$ cat src/hdl/mau_pkg.sv
// Package with widths, codes and types of the modular arithmetic unit.
package mau_pkg;

  // Operand and modulus width.
  localparam int OPW = 31;
  // Width of the command field.
  localparam int CMD_W = 3;
  // Configuration port widths.
  localparam int DATA_W = 32;
  localparam int ADDR_W = 3;

  // Counter widths: one serial multiply runs OPW steps, one power OPW exponent bits.
  localparam int MCNT_W = $clog2(OPW);
  localparam int ECNT_W = $clog2(OPW + 1);

  // Modulus after reset.
  localparam logic [OPW-1:0] MODULUS_RESET = OPW'(1000000007);

  // Operation codes.
  localparam logic [CMD_W-1:0] CMD_ADD = CMD_W'(0);
  localparam logic [CMD_W-1:0] CMD_SUB = CMD_W'(1);
  localparam logic [CMD_W-1:0] CMD_MUL = CMD_W'(2);
  localparam logic [CMD_W-1:0] CMD_POW = CMD_W'(3);
  localparam logic [CMD_W-1:0] CMD_DIV = CMD_W'(4);

  // Register index of the modulus (word address on the configuration port).
  localparam logic [ADDR_W-3:0] REG_MODULUS = '0;

  // Mode of the shared modular step unit.
  typedef struct packed {
    logic dbl;
    logic neg;
  } step_op_t;

  // Sequencer status towards the top level.
  typedef struct packed {
    logic busy;
    logic done;
  } seq_stat_t;

  // One finished result.
  typedef struct packed {
    logic [OPW-1:0] result;
    logic           zero_divisor;
  } res_t;

endpackage

$ cat src/hdl/mau_modstep.sv
// Shared modular step unit: (2*acc or acc) plus addend or (m - addend), reduced mod m.
module mau_modstep (
  input  logic [mau_pkg::OPW-1:0] m_i,
  input  logic [mau_pkg::OPW-1:0] acc_i,
  input  logic [mau_pkg::OPW-1:0] addend_i,
  input  mau_pkg::step_op_t       op_i,
  output logic [mau_pkg::OPW-1:0] res_o
);
  import mau_pkg::*;

  logic [OPW:0]   base;
  logic [OPW:0]   term;
  logic [OPW+1:0] sum;
  logic [OPW+2:0] diff1;
  logic [OPW+2:0] diff2;

  // Both inputs are below m, so the raw sum stays below 3m.
  assign base = op_i.dbl ? {acc_i, 1'b0} : {1'b0, acc_i};
  assign term = op_i.neg ? ({1'b0, m_i} - {1'b0, addend_i}) : {1'b0, addend_i};
  assign sum  = {1'b0, base} + {1'b0, term};

  // Trial subtraction of m and of 2m; the sign bit tells which one fits.
  assign diff1 = {1'b0, sum} - {3'b000, m_i};
  assign diff2 = {1'b0, sum} - {2'b00, m_i, 1'b0};

  always_comb begin
    if (!diff2[OPW+2]) begin
      res_o = diff2[OPW-1:0];
    end else if (!diff1[OPW+2]) begin
      res_o = diff1[OPW-1:0];
    end else begin
      res_o = sum[OPW-1:0];
    end
  end

endmodule

$ cat src/hdl/mau_seq.sv
// Sequencer that drives the shared step unit through reduction, add, subtract, multiply and power.
module mau_seq (
  input  logic                      clk_i,
  input  logic                      rst_ni,
  input  logic [mau_pkg::OPW-1:0]   m_i,
  input  logic                      start_i,
  input  logic [mau_pkg::CMD_W-1:0] cmd_i,
  input  logic [mau_pkg::OPW-1:0]   a_i,
  input  logic [mau_pkg::OPW-1:0]   b_i,
  input  logic                      ack_i,
  output mau_pkg::seq_stat_t        stat_o,
  output mau_pkg::res_t             res_o
);
  import mau_pkg::*;

  typedef enum logic [2:0] {
    S_IDLE,
    S_MUL,
    S_ALU,
    S_POW,
    S_DONE
  } state_e;

  typedef enum logic [2:0] {
    PH_RED_A,
    PH_RED_B,
    PH_SQ,
    PH_ML,
    PH_FINAL
  } phase_e;

  localparam logic [MCNT_W-1:0] MCNT_LAST = MCNT_W'(OPW - 1);
  localparam logic [ECNT_W-1:0] ECNT_FULL = ECNT_W'(OPW);
  localparam logic [OPW-1:0]    ONE       = OPW'(1);

  state_e            state_q, state_d;
  phase_e            phase_q, phase_d;
  logic [OPW-1:0]    res_q, res_d;
  logic              zd_q, zd_d;

  logic [CMD_W-1:0]  cmd_q, cmd_d;
  logic [OPW-1:0]    a_q, a_d;
  logic [OPW-1:0]    b_q, b_d;
  logic [OPW-1:0]    br_q, br_d;
  logic [OPW-1:0]    mx_q, mx_d;
  logic [OPW-1:0]    my_q, my_d;
  logic [OPW-1:0]    acc_q, acc_d;
  logic [OPW-1:0]    x_q, x_d;
  logic [OPW-1:0]    e_q, e_d;
  logic [OPW-1:0]    r_q, r_d;
  logic [MCNT_W-1:0] mcnt_q, mcnt_d;
  logic [ECNT_W-1:0] ecnt_q, ecnt_d;

  logic [OPW-1:0]    step_acc;
  logic [OPW-1:0]    step_addend;
  step_op_t          step_op;
  logic [OPW-1:0]    step_res;

  // Operand selection for the shared unit: one add or subtract, or one
  // multiply step (acc = 2*acc + multiplier bit * multiplicand).
  always_comb begin
    if (state_q == S_ALU) begin
      step_acc    = a_q;
      step_addend = br_q;
      step_op.dbl = 1'b0;
      step_op.neg = (cmd_q == CMD_SUB);
    end else begin
      step_acc    = acc_q;
      step_addend = my_q[OPW-1] ? mx_q : '0;
      step_op.dbl = 1'b1;
      step_op.neg = 1'b0;
    end
  end

  mau_modstep u_step (
    .m_i      (m_i),
    .acc_i    (step_acc),
    .addend_i (step_addend),
    .op_i     (step_op),
    .res_o    (step_res)
  );

  // Next-state and datapath control.
  always_comb begin
    state_d = state_q;
    phase_d = phase_q;
    res_d   = res_q;
    zd_d    = zd_q;
    cmd_d   = cmd_q;
    a_d     = a_q;
    b_d     = b_q;
    br_d    = br_q;
    mx_d    = mx_q;
    my_d    = my_q;
    acc_d   = acc_q;
    x_d     = x_q;
    e_d     = e_q;
    r_d     = r_q;
    mcnt_d  = mcnt_q;
    ecnt_d  = ecnt_q;

    case (state_q)
      S_IDLE: begin
        if (start_i) begin
          cmd_d = cmd_i;
          b_d   = b_i;
          if ((m_i < OPW'(2)) || (cmd_i > CMD_DIV)) begin
            // Degenerate modulus or unused code: answer at once.
            res_d   = '0;
            zd_d    = (cmd_i == CMD_DIV);
            state_d = S_DONE;
          end else begin
            // Reduce operand a as the product 1 * a.
            mx_d    = ONE;
            my_d    = a_i;
            acc_d   = '0;
            mcnt_d  = MCNT_LAST;
            phase_d = PH_RED_A;
            state_d = S_MUL;
          end
        end
      end

      S_MUL: begin
        acc_d  = step_res;
        my_d   = {my_q[OPW-2:0], 1'b0};
        mcnt_d = mcnt_q - MCNT_W'(1);
        if (mcnt_q == '0) begin
          case (phase_q)
            PH_RED_A: begin
              a_d     = step_res;
              mx_d    = ONE;
              my_d    = b_q;
              acc_d   = '0;
              mcnt_d  = MCNT_LAST;
              phase_d = PH_RED_B;
            end
            PH_RED_B: begin
              br_d = step_res;
              case (cmd_q)
                CMD_ADD, CMD_SUB: begin
                  state_d = S_ALU;
                end
                CMD_MUL: begin
                  mx_d    = a_q;
                  my_d    = step_res;
                  acc_d   = '0;
                  mcnt_d  = MCNT_LAST;
                  phase_d = PH_FINAL;
                end
                CMD_POW: begin
                  x_d     = a_q;
                  e_d     = b_q;
                  r_d     = ONE;
                  ecnt_d  = ECNT_FULL;
                  state_d = S_POW;
                end
                CMD_DIV: begin
                  if (step_res == '0) begin
                    res_d   = '0;
                    zd_d    = 1'b1;
                    state_d = S_DONE;
                  end else begin
                    // Inverse of b as b^(m-2).
                    x_d     = step_res;
                    e_d     = m_i - OPW'(2);
                    r_d     = ONE;
                    ecnt_d  = ECNT_FULL;
                    state_d = S_POW;
                  end
                end
                default: begin
                  res_d   = '0;
                  zd_d    = 1'b0;
                  state_d = S_DONE;
                end
              endcase
            end
            PH_SQ: begin
              r_d = step_res;
              if (e_q[OPW-1]) begin
                mx_d    = step_res;
                my_d    = x_q;
                acc_d   = '0;
                mcnt_d  = MCNT_LAST;
                phase_d = PH_ML;
              end else begin
                e_d     = {e_q[OPW-2:0], 1'b0};
                ecnt_d  = ecnt_q - ECNT_W'(1);
                state_d = S_POW;
              end
            end
            PH_ML: begin
              r_d     = step_res;
              e_d     = {e_q[OPW-2:0], 1'b0};
              ecnt_d  = ecnt_q - ECNT_W'(1);
              state_d = S_POW;
            end
            PH_FINAL: begin
              res_d   = step_res;
              zd_d    = 1'b0;
              state_d = S_DONE;
            end
            default: begin
              state_d = S_IDLE;
            end
          endcase
        end
      end

      S_ALU: begin
        res_d   = step_res;
        zd_d    = 1'b0;
        state_d = S_DONE;
      end

      // One exponent bit, most significant first: square, then multiply if set.
      S_POW: begin
        if (ecnt_q == '0) begin
          if (cmd_q == CMD_POW) begin
            res_d   = r_q;
            zd_d    = 1'b0;
            state_d = S_DONE;
          end else begin
            mx_d    = a_q;
            my_d    = r_q;
            acc_d   = '0;
            mcnt_d  = MCNT_LAST;
            phase_d = PH_FINAL;
            state_d = S_MUL;
          end
        end else begin
          mx_d    = r_q;
          my_d    = r_q;
          acc_d   = '0;
          mcnt_d  = MCNT_LAST;
          phase_d = PH_SQ;
          state_d = S_MUL;
        end
      end

      S_DONE: begin
        if (ack_i) begin
          state_d = S_IDLE;
        end
      end

      default: begin
        state_d = S_IDLE;
      end
    endcase
  end

  // State and registered result.
  always_ff @(posedge clk_i or negedge rst_ni) begin
    if (!rst_ni) begin
      state_q <= S_IDLE;
      phase_q <= PH_RED_A;
      res_q   <= '0;
      zd_q    <= 1'b0;
    end else begin
      state_q <= state_d;
      phase_q <= phase_d;
      res_q   <= res_d;
      zd_q    <= zd_d;
    end
  end

  // Datapath registers.
  always_ff @(posedge clk_i) begin
    cmd_q  <= cmd_d;
    a_q    <= a_d;
    b_q    <= b_d;
    br_q   <= br_d;
    mx_q   <= mx_d;
    my_q   <= my_d;
    acc_q  <= acc_d;
    x_q    <= x_d;
    e_q    <= e_d;
    r_q    <= r_d;
    mcnt_q <= mcnt_d;
    ecnt_q <= ecnt_d;
  end

  assign stat_o.busy         = (state_q != S_IDLE);
  assign stat_o.done         = (state_q == S_DONE);
  assign res_o.result        = res_q;
  assign res_o.zero_divisor  = zd_q;

endmodule

$ cat src/hdl/modular_arithmetic_unit_core.sv
// A single step unit serves every operation, one request at a time. A modulus below 2
// or an unused code is answered at once; otherwise both operands are reduced, then add
// or subtract takes one step, multiply one serial multiply, power a square per exponent
// bit plus one per set bit, divide a*b^(m-2); a reduction or multiply has 31 steps.
// Reset is asynchronous and active low; it restores the modulus to 1000000007.
// The result register lets the next request start while a result waits to be taken.
module modular_arithmetic_unit_core (
  input  logic                       clk_i,
  input  logic                       rst_ni,
  input  logic                       psel,
  input  logic                       penable,
  input  logic                       pwrite,
  input  logic [mau_pkg::ADDR_W-1:0] paddr,
  input  logic [mau_pkg::DATA_W-1:0] pwdata,
  output logic [mau_pkg::DATA_W-1:0] prdata,
  output logic                       pready,
  input  logic                       in_valid_i,
  output logic                       in_ready_o,
  input  logic [mau_pkg::CMD_W-1:0]  cmd_i,
  input  logic [mau_pkg::OPW-1:0]    operand_a_i,
  input  logic [mau_pkg::OPW-1:0]    operand_b_i,
  output logic                       out_valid_o,
  input  logic                       out_ready_i,
  output logic [mau_pkg::OPW-1:0]    result_o,
  output logic                       zero_divisor_o
);
  import mau_pkg::*;

  logic [OPW-1:0] modulus_q;
  logic           reg_sel;
  logic           start;
  logic           ack;
  seq_stat_t      stat;
  res_t           seq_res;
  logic           out_valid_q;
  res_t           out_q;

  // Configuration register.
  assign reg_sel = (paddr[ADDR_W-1:2] == REG_MODULUS);
  assign pready  = 1'b1;

  always_ff @(posedge clk_i or negedge rst_ni) begin
    if (!rst_ni) begin
      modulus_q <= MODULUS_RESET;
    end else if (psel && penable && pwrite && reg_sel) begin
      modulus_q <= pwdata[OPW-1:0];
    end
  end

  assign prdata = reg_sel ? {{(DATA_W - OPW){1'b0}}, modulus_q} : '0;

  // Request handshake: a new request starts only when the sequencer is idle.
  assign in_ready_o = !stat.busy;
  assign start      = in_valid_i && in_ready_o;

  mau_seq u_seq (
    .clk_i   (clk_i),
    .rst_ni  (rst_ni),
    .m_i     (modulus_q),
    .start_i (start),
    .cmd_i   (cmd_i),
    .a_i     (operand_a_i),
    .b_i     (operand_b_i),
    .ack_i   (ack),
    .stat_o  (stat),
    .res_o   (seq_res)
  );

  // Result register: loads when empty or emptied in the same cycle.
  assign ack = stat.done && (!out_valid_q || out_ready_i);

  always_ff @(posedge clk_i or negedge rst_ni) begin
    if (!rst_ni) begin
      out_valid_q <= 1'b0;
    end else if (ack) begin
      out_valid_q <= 1'b1;
    end else if (out_ready_i) begin
      out_valid_q <= 1'b0;
    end
  end

  always_ff @(posedge clk_i) begin
    if (ack) begin
      out_q <= seq_res;
    end
  end

  assign out_valid_o    = out_valid_q;
  assign result_o       = out_q.result;
  assign zero_divisor_o = out_q.zero_divisor;

endmodule

$ cat config.mk
export PLATFORM = sky130hd
export DESIGN_NAME = modular_arithmetic_unit_core
export DESIGN_NICKNAME = d
export VERILOG_FILES = /design/src/hdl/mau_pkg.sv /design/src/hdl/mau_modstep.sv /design/src/hdl/mau_seq.sv /design/src/hdl/modular_arithmetic_unit_core.sv
export SDC_FILE = /design/constraint.sdc
export NUM_CORES = 1
export LEC_CHECK = 0
export BUFFER_PORTS_ARGS = -buffer_cell sky130_fd_sc_hd__buf_2
export CAP_MARGIN = 20
export CORE_ASPECT_RATIO = 0.7
export CORE_UTILIZATION = 40
export CTS_CLUSTER_DIAMETER = 50
export DETAILED_ROUTE_END_ITERATION = 16
export HOLD_SLACK_MARGIN = 0.02
export REMOVE_ABC_BUFFERS = 1
export SLEW_MARGIN = 20
export SYNTH_ARGS = -nofsm -noshare
export SYNTH_HDL_FRONTEND = slang
export SYNTH_HIERARCHICAL = 1
export SYNTH_SLANG_ARGS = --single-unit
$ cat constraint.sdc
create_clock -name clk_i -period 21 [get_ports clk_i]
set_clock_uncertainty 0.1 [all_clocks]
set_input_delay 5.25 -clock clk_i [delete_from_list [all_inputs] [get_ports clk_i]]
set_output_delay 5.25 -clock clk_i [all_outputs]
set_load 0.01 [all_outputs]
==> results.py <==
metrics = {
    "status": {
        "outcome": "finished, final reports clean",
    },
    "logic_synthesis": {
        "synthDistinctLibCells": 102,
        "ys_top_cells_by_area": "edfxtp_1 (38%), ha_1 (6.2%), nand2_1 (5.7%)",
        "synth_seq_cells": 394,
        "synth_ff_type": "edfxtp_1",
        "yosysWarningCount": 6,
        "seq_area_frac_synth_pct": 44.8,
        "synth-edff-count": 324,
        "synth_largest_area_cell": "edfxtp_1",
        "async_reset_ff_share_pct": 17.8,
        "synthCells": 2546,
        "synth_area_per_cell_um2": 10.1,
        "synth_top_area_share_pct": 37.9,
        "synth_area_mm2": 0.0257,
        "synth_most_common_cell": "nand2_1",
        "synth_commonest_cells": "nand2_1 (390), edfxtp_1 (324), ha_1 (128), o21ai_0 (124), a21oi_1 (121)",
    },
    "grt": {
        "grt_max_degree": 69,
        "grt_antenna_before_repair": 2,
        "grt_pass1_wl_um": 118000,
        "grt_usage_pct": 23.0,
        "grt-ovfl-total": 0,
        "grt_pass1_vias": 20033,
    },
    "routing": {
        "drt_iter0_drc": 2125,
        "vias_per_cell": 5.85,
        "wl_met1_um": 34900,
        "drc": 0,
        "top_layer_used": "met4",
        "vias": 20730,
        "dr_wl_met2_um": 34600,
        "ant_nets": 0,
        "wl_per_cell_um": 21.6,
        "totalWireLength_um": 76500,
        "firstDrtPassIters": 9,
        "wl_met3_um": 5670,
    },
    "cts": {
        "cts_sinks": 394,
        "holdBufCountCts": 0,
        "cts_root_buffer": "clkbuf_16",
        "cts_tree": "built",
        "cts_resized": 0,
        "htree_levels": 2,
        "cts_buffer_depth": 3,
        "clk_pin_slew_ns": 0.06,
        "clock_latency_ns": 0.59,
        "cts_made_buffers": 43,
        "postCtsSetupBuffers": 0,
    },
    "setup_path": {
        "rr_worst_depth": 43,
        "crit_top_cell": "buf_4",
        "setup.worst_path.start_class": "flip-flop",
        "r2r_slack_ns": 7.58,
        "r2r-start": "u_seq/state_q[1]$_DFFE_PN0P_",
        "worstPathRequired_ns": 21.36,
        "critical_path_class": "reg2reg",
        "critPathCaptureType": "flip-flop",
        "worstPathArrival_ns": 13.79,
        "slowest_stage": "buf_4",
        "path_max_fanout": 68,
        "cpPeakStageDelay_ns": 0.59,
        "timing.rr.end": "u_seq/res_q[29]$_DFFE_PN0P_",
    },
    "finish": {
        "n_antenna_cell": 0,
        "area_growth_syn_to_layout_pct": 12.5,
        "layout-drive-gt1-share_pct": 17.3,
        "finalNetCount": 2919,
        "post-route-util_pct": 45.7,
    },
    "sta": {
        "tightest_slew_ns": 1.00,
        "maxSlewViolCount": 0,
        "slew_headroom_pct": 33.1,
        "rsz0062_at_grt": "no",
        "layout_setup_ws_ns": 7.58,
        "period_share_pct": 63.9,
        "setup_violations": 0,
        "finalSetupTns_ns": 0,
        "final.min_clock_period_ns": 13.42,
        "timing.fmax_mhz": 74.5,
        "hold_viol": 0,
    },
    "floorplan": {
        "start_util_pct": 40.6,
        "die_h_um": 214,
        "dieArea_mm2": 0.0653,
        "die_x_um": 305,
        "coreArea_mm2": 0.0633,
        "rows": 77,
        "io_pins": 174,
    },
    "placed_design": {
        "place_hpwl_um": 56800,
        "place_congestion": 0.884,
        "dp_slack_ns": 7.85,
        "io_buffers": 168,
    },
    "power_and_ir_drop": {
        "irDropWorstVdd_mv": 0.190,
        "p_leak_nw": 11.8,
        "powerDensity_mw_per_mm2": 173,
        "power.total_mw": 5.01,
    },
    "hold_path": {
        "min_to": "result_o[3]$_DFFE_PP_",
        "min_from": "u_seq/res_q[3]$_DFFE_PN0P_",
        "hold_path_depth": 0,
        "min_path_type": "reg2reg",
    },
    "flow_run": {
        "cap_violations": 0,
    },
}
-- routing by layer --
metal,track usage (%),vias up
met3,3.71,81
met5,0,-
li1,-,9715
met1,33.7,10179
met2,35.9,755
met4,4.53,0
-- per-stage QoR --
| step | std cells | hold slack [ns] | area [um2] |
|---|---|---|---|
| after global routing | 3541 | 0.357 | 28900 |
| after detailed placement | 3463 | 0.335 | 27500 |
| after CTS | 3540 | 0.350 | 28900 |
| final | 3541 | 0.349 | 28900 |
| after floorplan | 2411 | 0.321 | 25000 |
| after global placement | 3463 | 0.330 | 27400 |
-- report_power, final --
| group | internal, mW | switching [mW] |
|---|---|---|
| Sequential | 1.11 | 0.0553 |
| Clock | 0.443 | 0.330 |
| Combinational | 1.17 | 1.90 |
| Total | 2.73 | 2.28 |
-- cell usage in the layout (no fill, tap or decap), types with 19 or more instances in the layout --
cell,Yosys,final
nor3_1,36,31
a21oi_1,121,119
buf_2,10,167
a222oi_1,61,61
dfrtp_1,54,54
xnor2_1,86,86
mux2i_1,21,21
mux2_4,59,59
ha_1,128,128
nor2_1,119,113
a22oi_1,48,48
nand3_1,73,73
xor2_1,33,33
or3_1,20,20
o21ai_0,124,123
o211ai_1,43,43
nor2b_1,55,54
a22o_1,34,34
edfxtp_1,324,324
a21o_1,60,60
nand2_1,390,389
buf_4,6,56
clkbuf_16,0,44
and2_1,78,76
nand2b_1,20,19
mux2_2,37,37
inv_1,117,116
-- worst max-delay path by stage --
stage	from	endpoint	slack, ns	depth (start not counted)
after floorplan	u_seq/state_q[1]$_DFFE_PN0P_	u_seq/r_q[0]$_SDFFCE_PP1P_	-0.65	28
after global placement	u_seq/state_q[1]$_DFFE_PN0P_	u_seq/res_q[29]$_DFFE_PN0P_	7.96	43
after detailed placement	u_seq/state_q[1]$_DFFE_PN0P_	u_seq/res_q[28]$_DFFE_PN0P_	7.85	43
after CTS	u_seq/state_q[1]$_DFFE_PN0P_	u_seq/res_q[29]$_DFFE_PN0P_	7.79	43
after global routing	u_seq/state_q[1]$_DFFE_PN0P_	u_seq/res_q[28]$_DFFE_PN0P_	6.78	43
final	u_seq/state_q[1]$_DFFE_PN0P_	u_seq/res_q[29]$_DFFE_PN0P_	7.58	43
-- critical path: cells and delay by family (launching register included) --
kind,cells,cell delay [ns]
mux,4,1.29
xor+xnor,2,0.51
fa+ha+maj,3,1.05
flops,1,0.53
simple gates,17,3.71
compound gates,10,2.97
buf+inv,7,3.00
-- cell families (layout without fill, tap and decap cells) --
logic type	Yosys count	in the layout	share of synthesized area, %
mux	118	118	5.93
other cells	2	2	0.0292
flops	394	394	44.8
xor+xnor	120	120	4.12
simple gates	880	880	16.5
compound gates	647	647	17.9
fa+ha+maj	132	132	6.55
buf+inv	253	419	4.27
-- area by class of cell --
class,count,area (um2)
Clock buffer,52,1150
Multi-Input combinational cell,1899,13200
Clock inverter,25,262
Fill cell,5961,34400
Timing Repair Buffer,224,1280
Sequential cell,394,11500
Tap cell,829,1040
Inverter,118,443
Note: power is estimated with default switching activity, not from simulation.
